## config.mk

```make
export PLATFORM = sky130hd
export DESIGN_NAME = scsi_sense_parser
export DESIGN_NICKNAME = d
export VERILOG_FILES = /design/src/hdl/ssp_pkg.sv /design/src/hdl/ssp_core.sv /design/src/hdl/scsi_sense_parser.sv
export SDC_FILE = /design/constraint.sdc
export NUM_CORES = 1
export LEC_CHECK = 0
export ABC_AREA = 1
export ABC_CLOCK_PERIOD_IN_PS = 2500
export BUFFER_PORTS_ARGS = -buffer_cell sky130_fd_sc_hd__clkbuf_2
export CAP_MARGIN = 15
export CORE_MARGIN = 10
export CORE_UTILIZATION = 55
export CTS_CLUSTER_DIAMETER = 30
export DETAILED_ROUTE_END_ITERATION = 12
export GPL_TIMING_DRIVEN = 0
export PLACE_DENSITY = 0.81
export SETUP_SLACK_MARGIN = 0.15
export SYNTH_ARGS = -nofsm -noshare
export SYNTH_HDL_FRONTEND = slang
export SYNTH_SLANG_ARGS = --single-unit
```

## constraint.sdc

```tcl
create_clock -name clk -period 2.5 [get_ports clk]
set_clock_uncertainty 0.15 [all_clocks]
set_input_delay 0 -clock clk [delete_from_list [all_inputs] [get_ports clk]]
set_output_delay 0 -clock clk [all_outputs]
set_load 0.01 [all_outputs]
```

## src/hdl/ssp_pkg.sv

```systemverilog
`timescale 1ns / 1ps
// ----------------------------------------------------------------------------
// ssp_pkg
// Shared types and constants for the sense data parser: beat layouts,
// byte positions inside a sense buffer and the response code values.
// ----------------------------------------------------------------------------
package ssp_pkg;

  // Bytes at or beyond this offset are ignored; the byte counter saturates.
  localparam int SENSE_LEN_BOUND = 32;
  localparam int IDX_W         = $clog2(SENSE_LEN_BOUND + 1);
  // Width for offset arithmetic in the descriptor walk (covers 255 + 1 + 255).
  localparam int POS_W         = 10;
  localparam int DESC_W        = 9;
  localparam logic [DESC_W-1:0] DESC_START_MAX = '1;

  // Response code values and masks.
  localparam logic [7:0] RSP_VALID_BITS = 8'h70;
  localparam logic [6:0] RSP_DESC_MIN   = 7'h72;
  localparam logic [7:0] RSP_DESC_CUR   = 8'h72;
  localparam logic [7:0] RSP_DESC_DEF   = 8'h73;
  localparam logic [7:0] WANTED_RESET   = 8'd9;

  // Byte positions inside a sense buffer.
  localparam int BYTE_CODE      = 0;
  localparam int BYTE_D_KEY     = 1;
  localparam int BYTE_D_ASC     = 2;
  localparam int BYTE_D_ASCQ    = 3;
  localparam int BYTE_F_KEY     = 2;
  localparam int BYTE_ADDLEN    = 7;
  localparam int BYTE_F_ASC     = 12;
  localparam int BYTE_F_ASCQ    = 13;
  localparam int DESC_AREA_BASE = 8;
  // Fixed format: byte 12 needs a length above 4, byte 13 above 5.
  localparam logic [7:0] F_ASC_MIN_LEN  = 8'd4;
  localparam logic [7:0] F_ASCQ_MIN_LEN = 8'd5;

  typedef struct packed {
    logic [7:0] sense_byte;
    logic       is_last;
  } sense_in_t;

  typedef struct packed {
    logic       sense_valid;
    logic [6:0] rsp_code;
    logic [3:0] key_nibble;
    logic [7:0] add_code;
    logic [7:0] add_qualifier;
    logic [7:0] add_length;
    logic       desc_found;
    logic [4:0] desc_offset;
  } sense_out_t;

endpackage

```

## src/hdl/ssp_core.sv

```systemverilog
`timescale 1ns / 1ps
// ----------------------------------------------------------------------------
// ssp_core
// Per-buffer parse state and its combinational update for one sense byte,
// plus the summary that is formed from the updated state.
// ----------------------------------------------------------------------------
module ssp_core
  import ssp_pkg::*;
(
  input  logic       clk,
  input  logic       rst,
  input  logic       cfg_wr_en,
  input  logic [7:0] cfg_wr_data,
  input  logic       step,
  input  sense_in_t  beat,
  output sense_out_t summary
);

  logic [7:0]        wanted_desc_type;
  logic [IDX_W-1:0]  byte_index, byte_index_next;
  logic [7:0]        first_byte, first_byte_next;
  logic [3:0]        held_key, held_key_next;
  logic [7:0]        held_asc, held_asc_next;
  logic [7:0]        held_ascq, held_ascq_next;
  logic [7:0]        held_addlen, held_addlen_next;
  logic [DESC_W-1:0] next_desc_start, next_desc_start_next;
  logic              walk_found, walk_found_next;
  logic              walk_stop, walk_stop_next;
  logic              walk_len, walk_len_next;
  logic [4:0]        found_at, found_at_next;

  logic              active;
  logic              desc_fmt;
  logic              walk_on;
  logic              fb_valid;
  logic [POS_W-1:0]  pos;
  logic [POS_W-1:0]  area_end;
  logic [POS_W-1:0]  nx;

  always_comb begin
    active   = byte_index < IDX_W'(SENSE_LEN_BOUND);
    desc_fmt = first_byte[6:0] >= RSP_DESC_MIN;
    walk_on  = (first_byte == RSP_DESC_CUR) || (first_byte == RSP_DESC_DEF);
    pos      = POS_W'(byte_index);
    area_end = POS_W'(DESC_AREA_BASE) + POS_W'(held_addlen);
    nx       = pos + POS_W'(1) + POS_W'(beat.sense_byte);

    byte_index_next      = byte_index;
    first_byte_next      = first_byte;
    held_key_next        = held_key;
    held_asc_next        = held_asc;
    held_ascq_next       = held_ascq;
    held_addlen_next     = held_addlen;
    next_desc_start_next = next_desc_start;
    walk_found_next      = walk_found;
    walk_stop_next       = walk_stop;
    walk_len_next        = walk_len;
    found_at_next        = found_at;

    if (active) begin
      byte_index_next = byte_index + IDX_W'(1);
      if (byte_index == IDX_W'(BYTE_CODE)) begin
        first_byte_next = beat.sense_byte;
      end else if (desc_fmt) begin
        if (byte_index == IDX_W'(BYTE_D_KEY)) held_key_next = beat.sense_byte[3:0];
        if (byte_index == IDX_W'(BYTE_D_ASC)) held_asc_next = beat.sense_byte;
        if (byte_index == IDX_W'(BYTE_D_ASCQ)) held_ascq_next = beat.sense_byte;
      end else begin
        if (byte_index == IDX_W'(BYTE_F_KEY)) held_key_next = beat.sense_byte[3:0];
        if (byte_index == IDX_W'(BYTE_F_ASC) && held_addlen > F_ASC_MIN_LEN)
          held_asc_next = beat.sense_byte;
        if (byte_index == IDX_W'(BYTE_F_ASCQ) && held_addlen > F_ASCQ_MIN_LEN)
          held_ascq_next = beat.sense_byte;
      end
      if (byte_index == IDX_W'(BYTE_ADDLEN)) held_addlen_next = beat.sense_byte;

      // Descriptor walk: type byte at next_desc_start, length byte after it.
      if (walk_on && pos >= POS_W'(DESC_AREA_BASE) && !walk_found && !walk_stop) begin
        if (!walk_len) begin
          if (pos == POS_W'(next_desc_start)) begin
            if (pos >= area_end) begin
              walk_stop_next = 1'b1;
            end else if (beat.sense_byte == wanted_desc_type) begin
              walk_found_next = 1'b1;
              found_at_next   = pos[4:0];
            end else if (pos + POS_W'(1) >= area_end) begin
              walk_stop_next = 1'b1;
            end else begin
              walk_len_next = 1'b1;
            end
          end
        end else if (pos == POS_W'(next_desc_start) + POS_W'(1)) begin
          next_desc_start_next = (nx > POS_W'(DESC_START_MAX)) ? DESC_START_MAX
                                                               : nx[DESC_W-1:0];
          walk_len_next = 1'b0;
        end
      end
    end
  end

  // Summary from the state as it stands after this byte.
  always_comb begin
    fb_valid = (first_byte_next & RSP_VALID_BITS) == RSP_VALID_BITS;
    summary.sense_valid   = fb_valid;
    summary.rsp_code      = fb_valid ? first_byte_next[6:0] : 7'd0;
    summary.key_nibble    = fb_valid ? held_key_next : 4'd0;
    summary.add_code      = fb_valid ? held_asc_next : 8'd0;
    summary.add_qualifier = fb_valid ? held_ascq_next : 8'd0;
    summary.add_length    = (fb_valid && first_byte_next[6:0] >= RSP_DESC_MIN)
                            ? held_addlen_next : 8'd0;
    summary.desc_found    = walk_found_next;
    summary.desc_offset   = walk_found_next ? found_at_next : 5'd0;
  end

  always_ff @(posedge clk) begin
    if (rst) begin
      wanted_desc_type <= WANTED_RESET;
    end else if (cfg_wr_en) begin
      wanted_desc_type <= cfg_wr_data;
    end
  end

  always_ff @(posedge clk) begin
    if (rst || (step && beat.is_last)) begin
      byte_index      <= '0;
      first_byte      <= '0;
      held_key        <= '0;
      held_asc        <= '0;
      held_ascq       <= '0;
      held_addlen     <= '0;
      next_desc_start <= DESC_W'(DESC_AREA_BASE);
      walk_found      <= 1'b0;
      walk_stop       <= 1'b0;
      walk_len        <= 1'b0;
      found_at        <= '0;
    end else if (step) begin
      byte_index      <= byte_index_next;
      first_byte      <= first_byte_next;
      held_key        <= held_key_next;
      held_asc        <= held_asc_next;
      held_ascq       <= held_ascq_next;
      held_addlen     <= held_addlen_next;
      next_desc_start <= next_desc_start_next;
      walk_found      <= walk_found_next;
      walk_stop       <= walk_stop_next;
      walk_len        <= walk_len_next;
      found_at        <= found_at_next;
    end
  end

endmodule

```

## src/hdl/scsi_sense_parser.sv

```systemverilog
`timescale 1ns / 1ps
// ----------------------------------------------------------------------------
// scsi_sense_parser
// Streams a sense buffer one byte per beat and emits one summary beat on the
// byte marked last: response code, key, ASC/ASCQ, length, descriptor search.
// ----------------------------------------------------------------------------
// A summary passes the input register, then the result register, after its
// last byte is accepted.
// Throughput: one byte per cycle unless a last byte waits on a full, stalled
// result register; the byte update is combinational, input reg to state regs.
// Reset (rst, synchronous, active high) clears the parse state, empties both
// registers and sets the wanted descriptor type to 9.
// ----------------------------------------------------------------------------
module scsi_sense_parser
  import ssp_pkg::*;
(
  input  logic       clk,
  input  logic       rst,
  input  logic       cfg_wr_en,
  input  logic [7:0] cfg_wr_data,
  input  logic       in_valid,
  output logic       in_stall,
  input  sense_in_t  in_beat,
  output logic       out_valid,
  input  logic       out_stall,
  output sense_out_t out_beat
);

  // Input register: holds one beat until the parse stage takes it.
  logic       hold_valid, hold_valid_next;
  sense_in_t  hold_beat;
  logic       in_take;
  // A byte moves into the parse state when it is present and, if it closes a
  // buffer, the result register is free or is being emptied this cycle.
  logic       advance;
  logic       emit;
  logic       out_valid_next;
  sense_out_t summary;

  always_comb begin
    advance  = hold_valid && (!hold_beat.is_last || !out_valid || !out_stall);
    emit     = advance && hold_beat.is_last;
    in_stall = hold_valid && !advance;
    in_take  = in_valid && !in_stall;

    hold_valid_next = hold_valid;
    if (in_take) begin
      hold_valid_next = 1'b1;
    end else if (advance) begin
      hold_valid_next = 1'b0;
    end

    out_valid_next = out_valid;
    if (emit) begin
      out_valid_next = 1'b1;
    end else if (!out_stall) begin
      out_valid_next = 1'b0;
    end
  end

  always_ff @(posedge clk) begin
    if (rst) begin
      hold_valid <= 1'b0;
      out_valid  <= 1'b0;
    end else begin
      hold_valid <= hold_valid_next;
      out_valid  <= out_valid_next;
    end
  end

  // Payload registers carry no reset.
  always_ff @(posedge clk) begin
    if (in_take) begin
      hold_beat <= in_beat;
    end
    if (emit) begin
      out_beat <= summary;
    end
  end

  ssp_core u_core (
    .clk         (clk),
    .rst         (rst),
    .cfg_wr_en   (cfg_wr_en),
    .cfg_wr_data (cfg_wr_data),
    .step        (advance),
    .beat        (hold_beat),
    .summary     (summary)
  );

  // A last byte that cannot move on must stay in the input register.
  a_last_held: assert property (@(posedge clk) disable iff (rst)
    hold_valid && hold_beat.is_last && out_valid && out_stall |=> hold_valid)
    else $error("last byte dropped while result register was full");

  // A closing byte that advances always produces a result beat.
  a_emit_shows: assert property (@(posedge clk) disable iff (rst)
    emit |=> out_valid)
    else $error("summary not presented after last byte");

  // A found descriptor only comes from descriptor-format sense 0x72 or 0x73.
  a_found_fmt: assert property (@(posedge clk) disable iff (rst)
    out_valid && out_beat.desc_found |->
      out_beat.sense_valid &&
      (out_beat.rsp_code == RSP_DESC_CUR[6:0] ||
       out_beat.rsp_code == RSP_DESC_DEF[6:0]))
    else $error("descriptor found outside descriptor-format sense");

  // Invalid sense reports all-zero decode fields.
  a_invalid_zero: assert property (@(posedge clk) disable iff (rst)
    out_valid && !out_beat.sense_valid |->
      out_beat.rsp_code == 7'd0 && out_beat.key_nibble == 4'd0 &&
      out_beat.add_code == 8'd0 && out_beat.add_qualifier == 8'd0 &&
      out_beat.add_length == 8'd0)
    else $error("invalid sense carries nonzero fields");

endmodule
```

==> results of run 1 <==
==> metrics by stage <==
step,hold WS (ns),utilization,power [mW],worst slack (ns)
floorplan,-0.0809,-,2.60,0.209
global placement,0.0239,0.614,2.74,-0.203
detailed placement,0.0287,0.614,2.75,-0.174
CTS,0.00471,0.705,5.23,0.124
global route,0.0941,0.732,5.50,-0.0178
finish,0.0275,0.732,5.34,0.121
==> metal layers <==
| layer | GRT usage | wire (um) |
|---|---|---|
| met4 | 0.0797 | 553 |
| met1 | 0.245 | 6880 |
| met5 | 0 | 0 |
| met2 | 0.350 | 8800 |
| met3 | 0.0541 | 1540 |
==> state kept, by name, summed over array words and instances (netlist names) <==
register / cells
out_beat: 42
hold_beat: 9
u_core.next_desc_start: 9
u_core.first_byte: 8
u_core.held_addlen: 8
u_core.held_asc: 8
u_core.held_ascq: 8
u_core.wanted_desc_type: 8
u_core.byte_index: 6
u_core.found_at: 5
u_core.held_key: 4
hold_valid: 1
out_valid: 1
u_core.walk_found: 1
u_core.walk_len: 1
u_core.walk_stop: 1
==> cell families after synthesis <==
group / after synthesis / share of synthesized area
AND/OR/NAND/NOR: 379 / 0.257
XOR/XNOR: 17 / 0.0237
AO/OA/AOI/OAI: 124 / 0.109
multiplexers: 2 / 0.00319
flip-flops: 120 / 0.464
buffers and inverters: 130 / 0.0864
adder cells (fa/ha/maj): 28 / 0.0570
==> final cells by class <==
type / count / area share
clock buffer: 20 / 0.0553
buffer: 22 / 0.0177
inverter: 108 / 0.0511
clock inverter: 12 / 0.0184
sequential: 120 / 0.364
timing repair buffer: 114 / 0.0954
multi-input combinational: 550 / 0.377
tap: 140 / 0.0217
==> power groups by stage <==
stage / registers (mW) / clock network [mW] / logic (mW)
floorplan: 2.20 / 0 / 0.392
global placement: 2.22 / 0 / 0.513
detailed placement: 2.23 / 0 / 0.522
CTS: 2.19 / 2.47 / 0.578
global route: 2.19 / 2.58 / 0.736
finish: 2.19 / 2.49 / 0.663
==> timing repair <==
item,CTS,global route
setup endpoints to repair,31,27
hold buffers,30,0
cloned,1,0
setup buffers,3,16
pin swaps,1,14
gates resized for setup,27,33
hold endpoints to repair,28,0
==> cell usage in the layout, fill, tap and decap left out, drive strengths merged <==
cell type,count
a21oi,56
nor3,2
xor2,14
fa,1
o211ai,9
nand3,52
nand3b,1
dlygate4sd3,30
a31oi,1
mux2i,2
dfxtp,69
inv,107
buf,34
a21boi,1
clkinvlp,3
or2,2
nor2,130
edfxtp,51
a211oi,5
clkbuf,92
ha,27
o21ai,51
xnor2,3
nand4,9
a21o,1
nor3b,2
bufinv,3
clkinv,7
nand2,181
==> worst min path at each step <==
| stage | start | endpoint | slack (ns) | cells past startpoint |
|---|---|---|---|---|
| 2_1_floorplan | rst | hold_valid | -0.08 | 1 |
| 3_3_place_gp | rst | hold_valid | 0.02 | 2 |
| 3_5_place_dp | in_beat[7] | hold_beat[7] | 0.03 | 1 |
| 4_1_cts | cfg_wr_en | u_core.wanted_desc_type[3] | 0.005 | 4 |
| 5_1_grt | cfg_wr_en | u_core.wanted_desc_type[3] | 0.09 | 4 |
| 6_report | cfg_wr_en | u_core.wanted_desc_type[3] | 0.03 | 4 |
==> worst min-delay path, delay by kind of cell <==
family	cells	cell delay (ns)
buffers and inverters	2	0.40
AND/OR/NAND/NOR	2	0.15
==> flow_metrics.py, run 1 <==
metrics = {
    "routing": {
        "totalWireLength_mm": 17.8,
        "vias_per_cell": 5.50,
        "drt_iter0_markers": 740,
        "firstDrtPassIters": 6,
        "drc": 0,
        "vias": 5970,
        "detail-route-antenna-nets": 0,
        "wl_per_cell_um": 16.4,
    },
    "cells_and_area": {
        "syn_to_final_growth_pct": 28.6,
        "nNetsFinal": 983,
        "multi_input_area_um2": 3040,
        "n_fill_cell": 784,
        "regArea_um2": 2940,
        "diodes": 0,
        "drive_gt1_frac": 0.207,
        "design_area_um2": 8080,
        "finalNonFillerCells": 1086,
    },
    "yosys": {
        "synth_area_um2": 6280,
        "synth_top_area_share": 0.244,
        "syn-num-nets": 850,
        "async_flop_share": 0,
        "yosys_most_used_dff": "dfxtp_1",
        "yosysTopAreaCell": "edfxtp_1",
        "synth_edf_count": 51,
        "yosysSeqAreaShare": 0.464,
        "avgSynthCellArea_um2": 7.85,
        "synthTopCellsByCount": "nand2_1 (172), nor2_1 (126), inv_1 (98)",
        "yosysMostFrequentCell": "nand2_1",
        "synth-seq-cells": 120,
        "syn_inst": 800,
        "synthTopCellsByArea": "edfxtp_1 (24%), dfxtp_1 (22%), nand2_1 (10%)",
        "yosys_warnings": 0,
        "synth.lib_cells_used.distinct": 39,
    },
    "place": {
        "hpwlAfterDp_mm": 11.1,
        "place_area_um2": 6780,
        "place.gp.congestion": 0.944,
        "port_buffers": 64,
        "dp.cells": 1004,
    },
    "critical_path": {
        "worstSetupPathType": "reg -> reg",
        "endpoint_kind": "flop",
        "cp.depth": 14,
        "reg2reg_depth": 14,
        "crit_chain": "ha_4 -> nand2_1 -> inv_2 -> nand3_2 -> nand2_1 -> inv_2 -> ha_4 -> nand2_1 -> buf_4 -> o211ai_1 -> nand2_1 -> nand2_1 -> nand4_1 -> a21oi_2",
        "path_buf_inv": 3,
        "reg2reg_setup_slack_ns": 0.12,
        "crit_end": "u_core.next_desc_start[8]",
        "slowest_stage": "dfxtp_4",
        "worstPathMaxFanout": 6,
        "timing.rr.start": "u_core.byte_index[0]",
        "critical_path.max_stage_delay_ns": 0.42,
        "arrival_ns": 2.57,
        "worstPathRequired_ns": 2.69,
        "cp-start-kind": "flop",
        "worstSetupStartpoint": "u_core.byte_index[0]",
        "timing.rr.end": "u_core.next_desc_start[8]",
        "cpMostUsedCell": "nand2_1",
        "cpLargestDelayFamily": "simple AND/OR/NAND/NOR gates",
    },
    "pwr": {
        "powerDensity_nw_per_um2": 661,
        "pwr-share-clk": 0.466,
        "p_comb_frac": 0.124,
        "intPower_mw": 3.96,
        "p_leak_nw": 3.84,
        "peakVddDrop_uv": 416,
        "switchingPower_mw": 1.38,
        "switching_share": 0.258,
        "seqPwrFrac": 0.410,
    },
    "sta": {
        "max_slew.worst_pin.slew_ns": 0.886,
        "setup_tns_ns": 0,
        "maxSlewHeadroom": 0.409,
        "rsz0062_at_grt": "yes",
        "fmax_ghz": 0.420,
        "setup_viol": 0,
        "hold_viol_final": 0,
        "slew_viol_final": 0,
        "fin_crit_ns": 2.38,
        "fin_crit_sh": 0.952,
    },
    "floorplanning": {
        "initial_core_util": 0.570,
        "die_x_um": 127,
        "std_cell_rows": 38,
        "core_area_um2": 11000,
        "ioPinCount": 66,
        "die_area_um2": 16100,
        "fp.dieH_um": 127,
    },
    "cts": {
        "clkTransAtPathRegs_ns": 0.06,
        "numCtsBuffers": 17,
        "cts-root-buf": "clkbuf_16",
        "cts.path.max_buffers": 2,
        "clock_latency_ns": 0.42,
        "cts_max_level": 4,
        "cts_tree": "yes",
        "clock_sinks": 120,
    },
    "global_route": {
        "grt_pass1_wl_mm": 27.2,
        "grtUsageTotal": 0.207,
        "antenna_found_initial": 0,
        "gr-total-overflow": 0,
        "grt_start_max_net_pins": 44,
        "first_global_vias": 5516,
    },
    "worst_hold_path": {
        "hold_path_class": "in -> reg",
    },
    "flow_run": {
        "drv_cap": 0,
    },
    "run_status": {
        "status": "finished clean",
    },
}
Note: power is estimated with default switching activity, not from simulation.
==> run 2, diff against run 1 <==
--- a/config.mk
+++ b/config.mk
@@ -8,13 +8,15 @@
 export ABC_AREA = 1
 export ABC_CLOCK_PERIOD_IN_PS = 2500
 export BUFFER_PORTS_ARGS = -buffer_cell sky130_fd_sc_hd__clkbuf_2
-export CAP_MARGIN = 15
+export CAP_MARGIN = 20
+export CELL_PAD_IN_SITES_DETAIL_PLACEMENT = 1
+export CELL_PAD_IN_SITES_GLOBAL_PLACEMENT = 1
 export CORE_MARGIN = 10
-export CORE_UTILIZATION = 55
+export CORE_UTILIZATION = 44
 export CTS_CLUSTER_DIAMETER = 30
 export DETAILED_ROUTE_END_ITERATION = 12
 export GPL_TIMING_DRIVEN = 0
-export PLACE_DENSITY = 0.81
+export PLACE_DENSITY = 0.86
 export SETUP_SLACK_MARGIN = 0.15
 export SYNTH_ARGS = -nofsm -noshare
 export SYNTH_HDL_FRONTEND = slang
==> flow_metrics.py, run 2 (synthesis results as in run 1) <==
metrics = {
    "run_status": {
        "status": "finished, violations left",
        "violations": "negative setup slack",
    },
    "routing": {
        "vias_per_cell": 5.82,
        "wl_per_cell_um": 24.0,
        "totalWireLength_mm": 27.6,
        "detail-route-antenna-nets": 0,
        "firstDrtPassIters": 5,
        "vias": 6695,
        "drc": 0,
        "drt_iter0_markers": 631,
    },
    "global_route": {
        "gr-total-overflow": 0,
        "first_global_vias": 6939,
        "grtUsageTotal": 0.244,
        "grt_start_max_net_pins": 44,
        "antenna_found_initial": 2,
        "grt_pass1_wl_mm": 37.6,
    },
    "cells_and_area": {
        "regMostFlops": "out_beat",
        "mostFrequentLayoutCells": "nand2_1 (163), nor2_1 (119), inv_1 (90), clkbuf_2 (68), dfxtp_1 (62)",
        "drive_gt1_frac": 0.252,
        "design_area_um2": 8390,
        "multi_input_area_um2": 3130,
        "syn_to_final_growth_pct": 33.6,
        "final_common_cell": "nand2_1",
        "largest_reg_flops": 42,
        "largestRegisters": "out_beat (42), hold_beat (9), u_core.next_desc_start (9)",
        "regArea_um2": 2940,
        "finalNonFillerCells": 1150,
        "n_fill_cell": 1665,
        "nNetsFinal": 1005,
        "utilization": 0.602,
    },
    "sta": {
        "hold_viol_final": 0,
        "maxSlewHeadroom": 0.417,
        "rsz0062_at_grt": "yes",
        "layout_setup_ws_ns": -0.0428,
        "setup_tns_ns": -0.101,
        "fin_crit_ns": 2.54,
        "max_slew.worst_pin.slew_ns": 0.872,
        "fin_crit_sh": 1.02,
        "slew_viol_final": 0,
        "fmax_ghz": 0.393,
        "setup_viol": 3,
        "whs_ns": 0.112,
    },
    "critical_path": {
        "crit_chain": "buf_4 -> ha_4 -> nand2_2 -> inv_4 -> nand3_4 -> nor2_4 -> ha_4 -> nand2_1 -> nand2_1 -> a31oi_1 -> nand2_1 -> xor2_1 -> inv_1 -> nor2_1 -> nor2_1",
        "cpMostUsedCell": "nand2_1",
        "endpoint_kind": "flop",
        "worstSetupPathType": "reg -> reg",
        "critical_path.max_stage_delay_ns": 0.40,
        "worstPathRequired_ns": 2.68,
        "timing.rr.end": "u_core.next_desc_start[7]",
        "timing.rr.start": "u_core.byte_index[0]",
        "arrival_ns": 2.72,
        "cp-start-kind": "flop",
        "reg2reg_setup_slack_ns": -0.04,
        "slowest_stage": "dfxtp_4",
        "worstPathMaxFanout": 5,
        "path_buf_inv": 3,
        "cpLargestDelayFamily": "simple AND/OR/NAND/NOR gates",
        "reg2reg_depth": 15,
    },
    "floorplanning": {
        "core_area_um2": 13900,
        "die_x_um": 139,
        "ioPinCount": 66,
        "initial_core_util": 0.451,
        "fp.dieH_um": 139,
        "std_cell_rows": 43,
        "die_area_um2": 19500,
    },
    "cts": {
        "clkTransAtPathRegs_ns": 0.07,
        "cts_tree": "yes",
        "cts_max_level": 4,
        "cts.path.max_buffers": 2,
        "clock_latency_ns": 0.45,
        "cts-root-buf": "clkbuf_16",
        "clock_sinks": 120,
        "numCtsBuffers": 17,
    },
    "place": {
        "place_area_um2": 6830,
        "dp.cells": 1044,
        "dp_slack_ns": -0.312,
        "hpwlAfterDp_mm": 13.7,
        "port_buffers": 64,
        "place.gp.congestion": 0.874,
    },
    "flow_run": {
        "drv_cap": 0,
    },
    "pwr": {
        "powerDensity_nw_per_um2": 652,
        "p_leak_nw": 3.96,
        "peakVddDrop_uv": 670,
        "power_mw": 5.47,
    },
    "worst_hold_path": {
        "whs_path_depth": 2,
        "hold_end": "hold_beat[8]",
        "hold_path_class": "in -> reg",
        "worstHoldStart": "in_beat[8]",
    },
}
run 2: worst reg2reg max path, stage by stage (launching register included):
cell and delay, ns:
dfxtp_4 0.40, buf_4 0.14, ha_4 0.14, nand2_2 0.09, inv_4 0.10, nand3_4 0.10
nor2_4 0.22, ha_4 0.25, nand2_1 0.09, nand2_1 0.07, a31oi_1 0.18, nand2_1 0.09
xor2_1 0.18, inv_1 0.07, nor2_1 0.12, nor2_1 0.06
run 2: how the worst max path moves through the flow:
| stage | start | endpoint | slack, ns | depth (start not counted) |
|---|---|---|---|---|
| 4_1_cts | u_core.byte_index[1] | u_core.next_desc_start[6] | 0.14 | 14 |
| 2_1_floorplan | u_core.byte_index[2] | u_core.next_desc_start[6] | 0.21 | 13 |
| 3_3_place_gp | hold_beat[0] | out_beat[4] | -0.29 | 5 |
| 6_report | u_core.byte_index[0] | u_core.next_desc_start[7] | -0.04 | 15 |
| 5_1_grt | u_core.byte_index[0] | u_core.next_desc_start[8] | -0.17 | 16 |
| 3_5_place_dp | u_core.byte_index[3] | u_core.next_desc_start[6] | -0.31 | 13 |
run 2: layout make-up:
class	count	share of cell area
tap	180	0.0268
timing repair buffer	136	0.113
antenna	2	0.000596
clock buffer	18	0.0511
sequential	120	0.350
buffer	22	0.0182
inverter	108	0.0502
multi-input combinational	550	0.373
clock inverter	14	0.0170
run 2: per-layer routing:
metal / up-vias / wire (um) / track usage
met5: - / 0 / 0
met4: 0 / 1430 / 0.131
met3: 119 / 1990 / 0.0769
met2: 366 / 14200 / 0.424
met1: 3300 / 9990 / 0.257
li1: 2910 / - / -
run 2: repair_timing:
action | CTS | global route
setup buffers | 18 | 23
endpoints found under the setup margin | 44 | 102
cloned | 0 | 2
pin swaps | 3 | 15
resized for setup | 35 | 69
hold endpoints to repair | 28 | 1
hold buffers | 28 | 1
run 2: power by group:
group	switching, mW	leakage (nW)	internal [mW]
Combinational	0.529	2.59	0.292
Clock	1.07	0.282	1.39
Sequential	0.0713	1.09	2.11
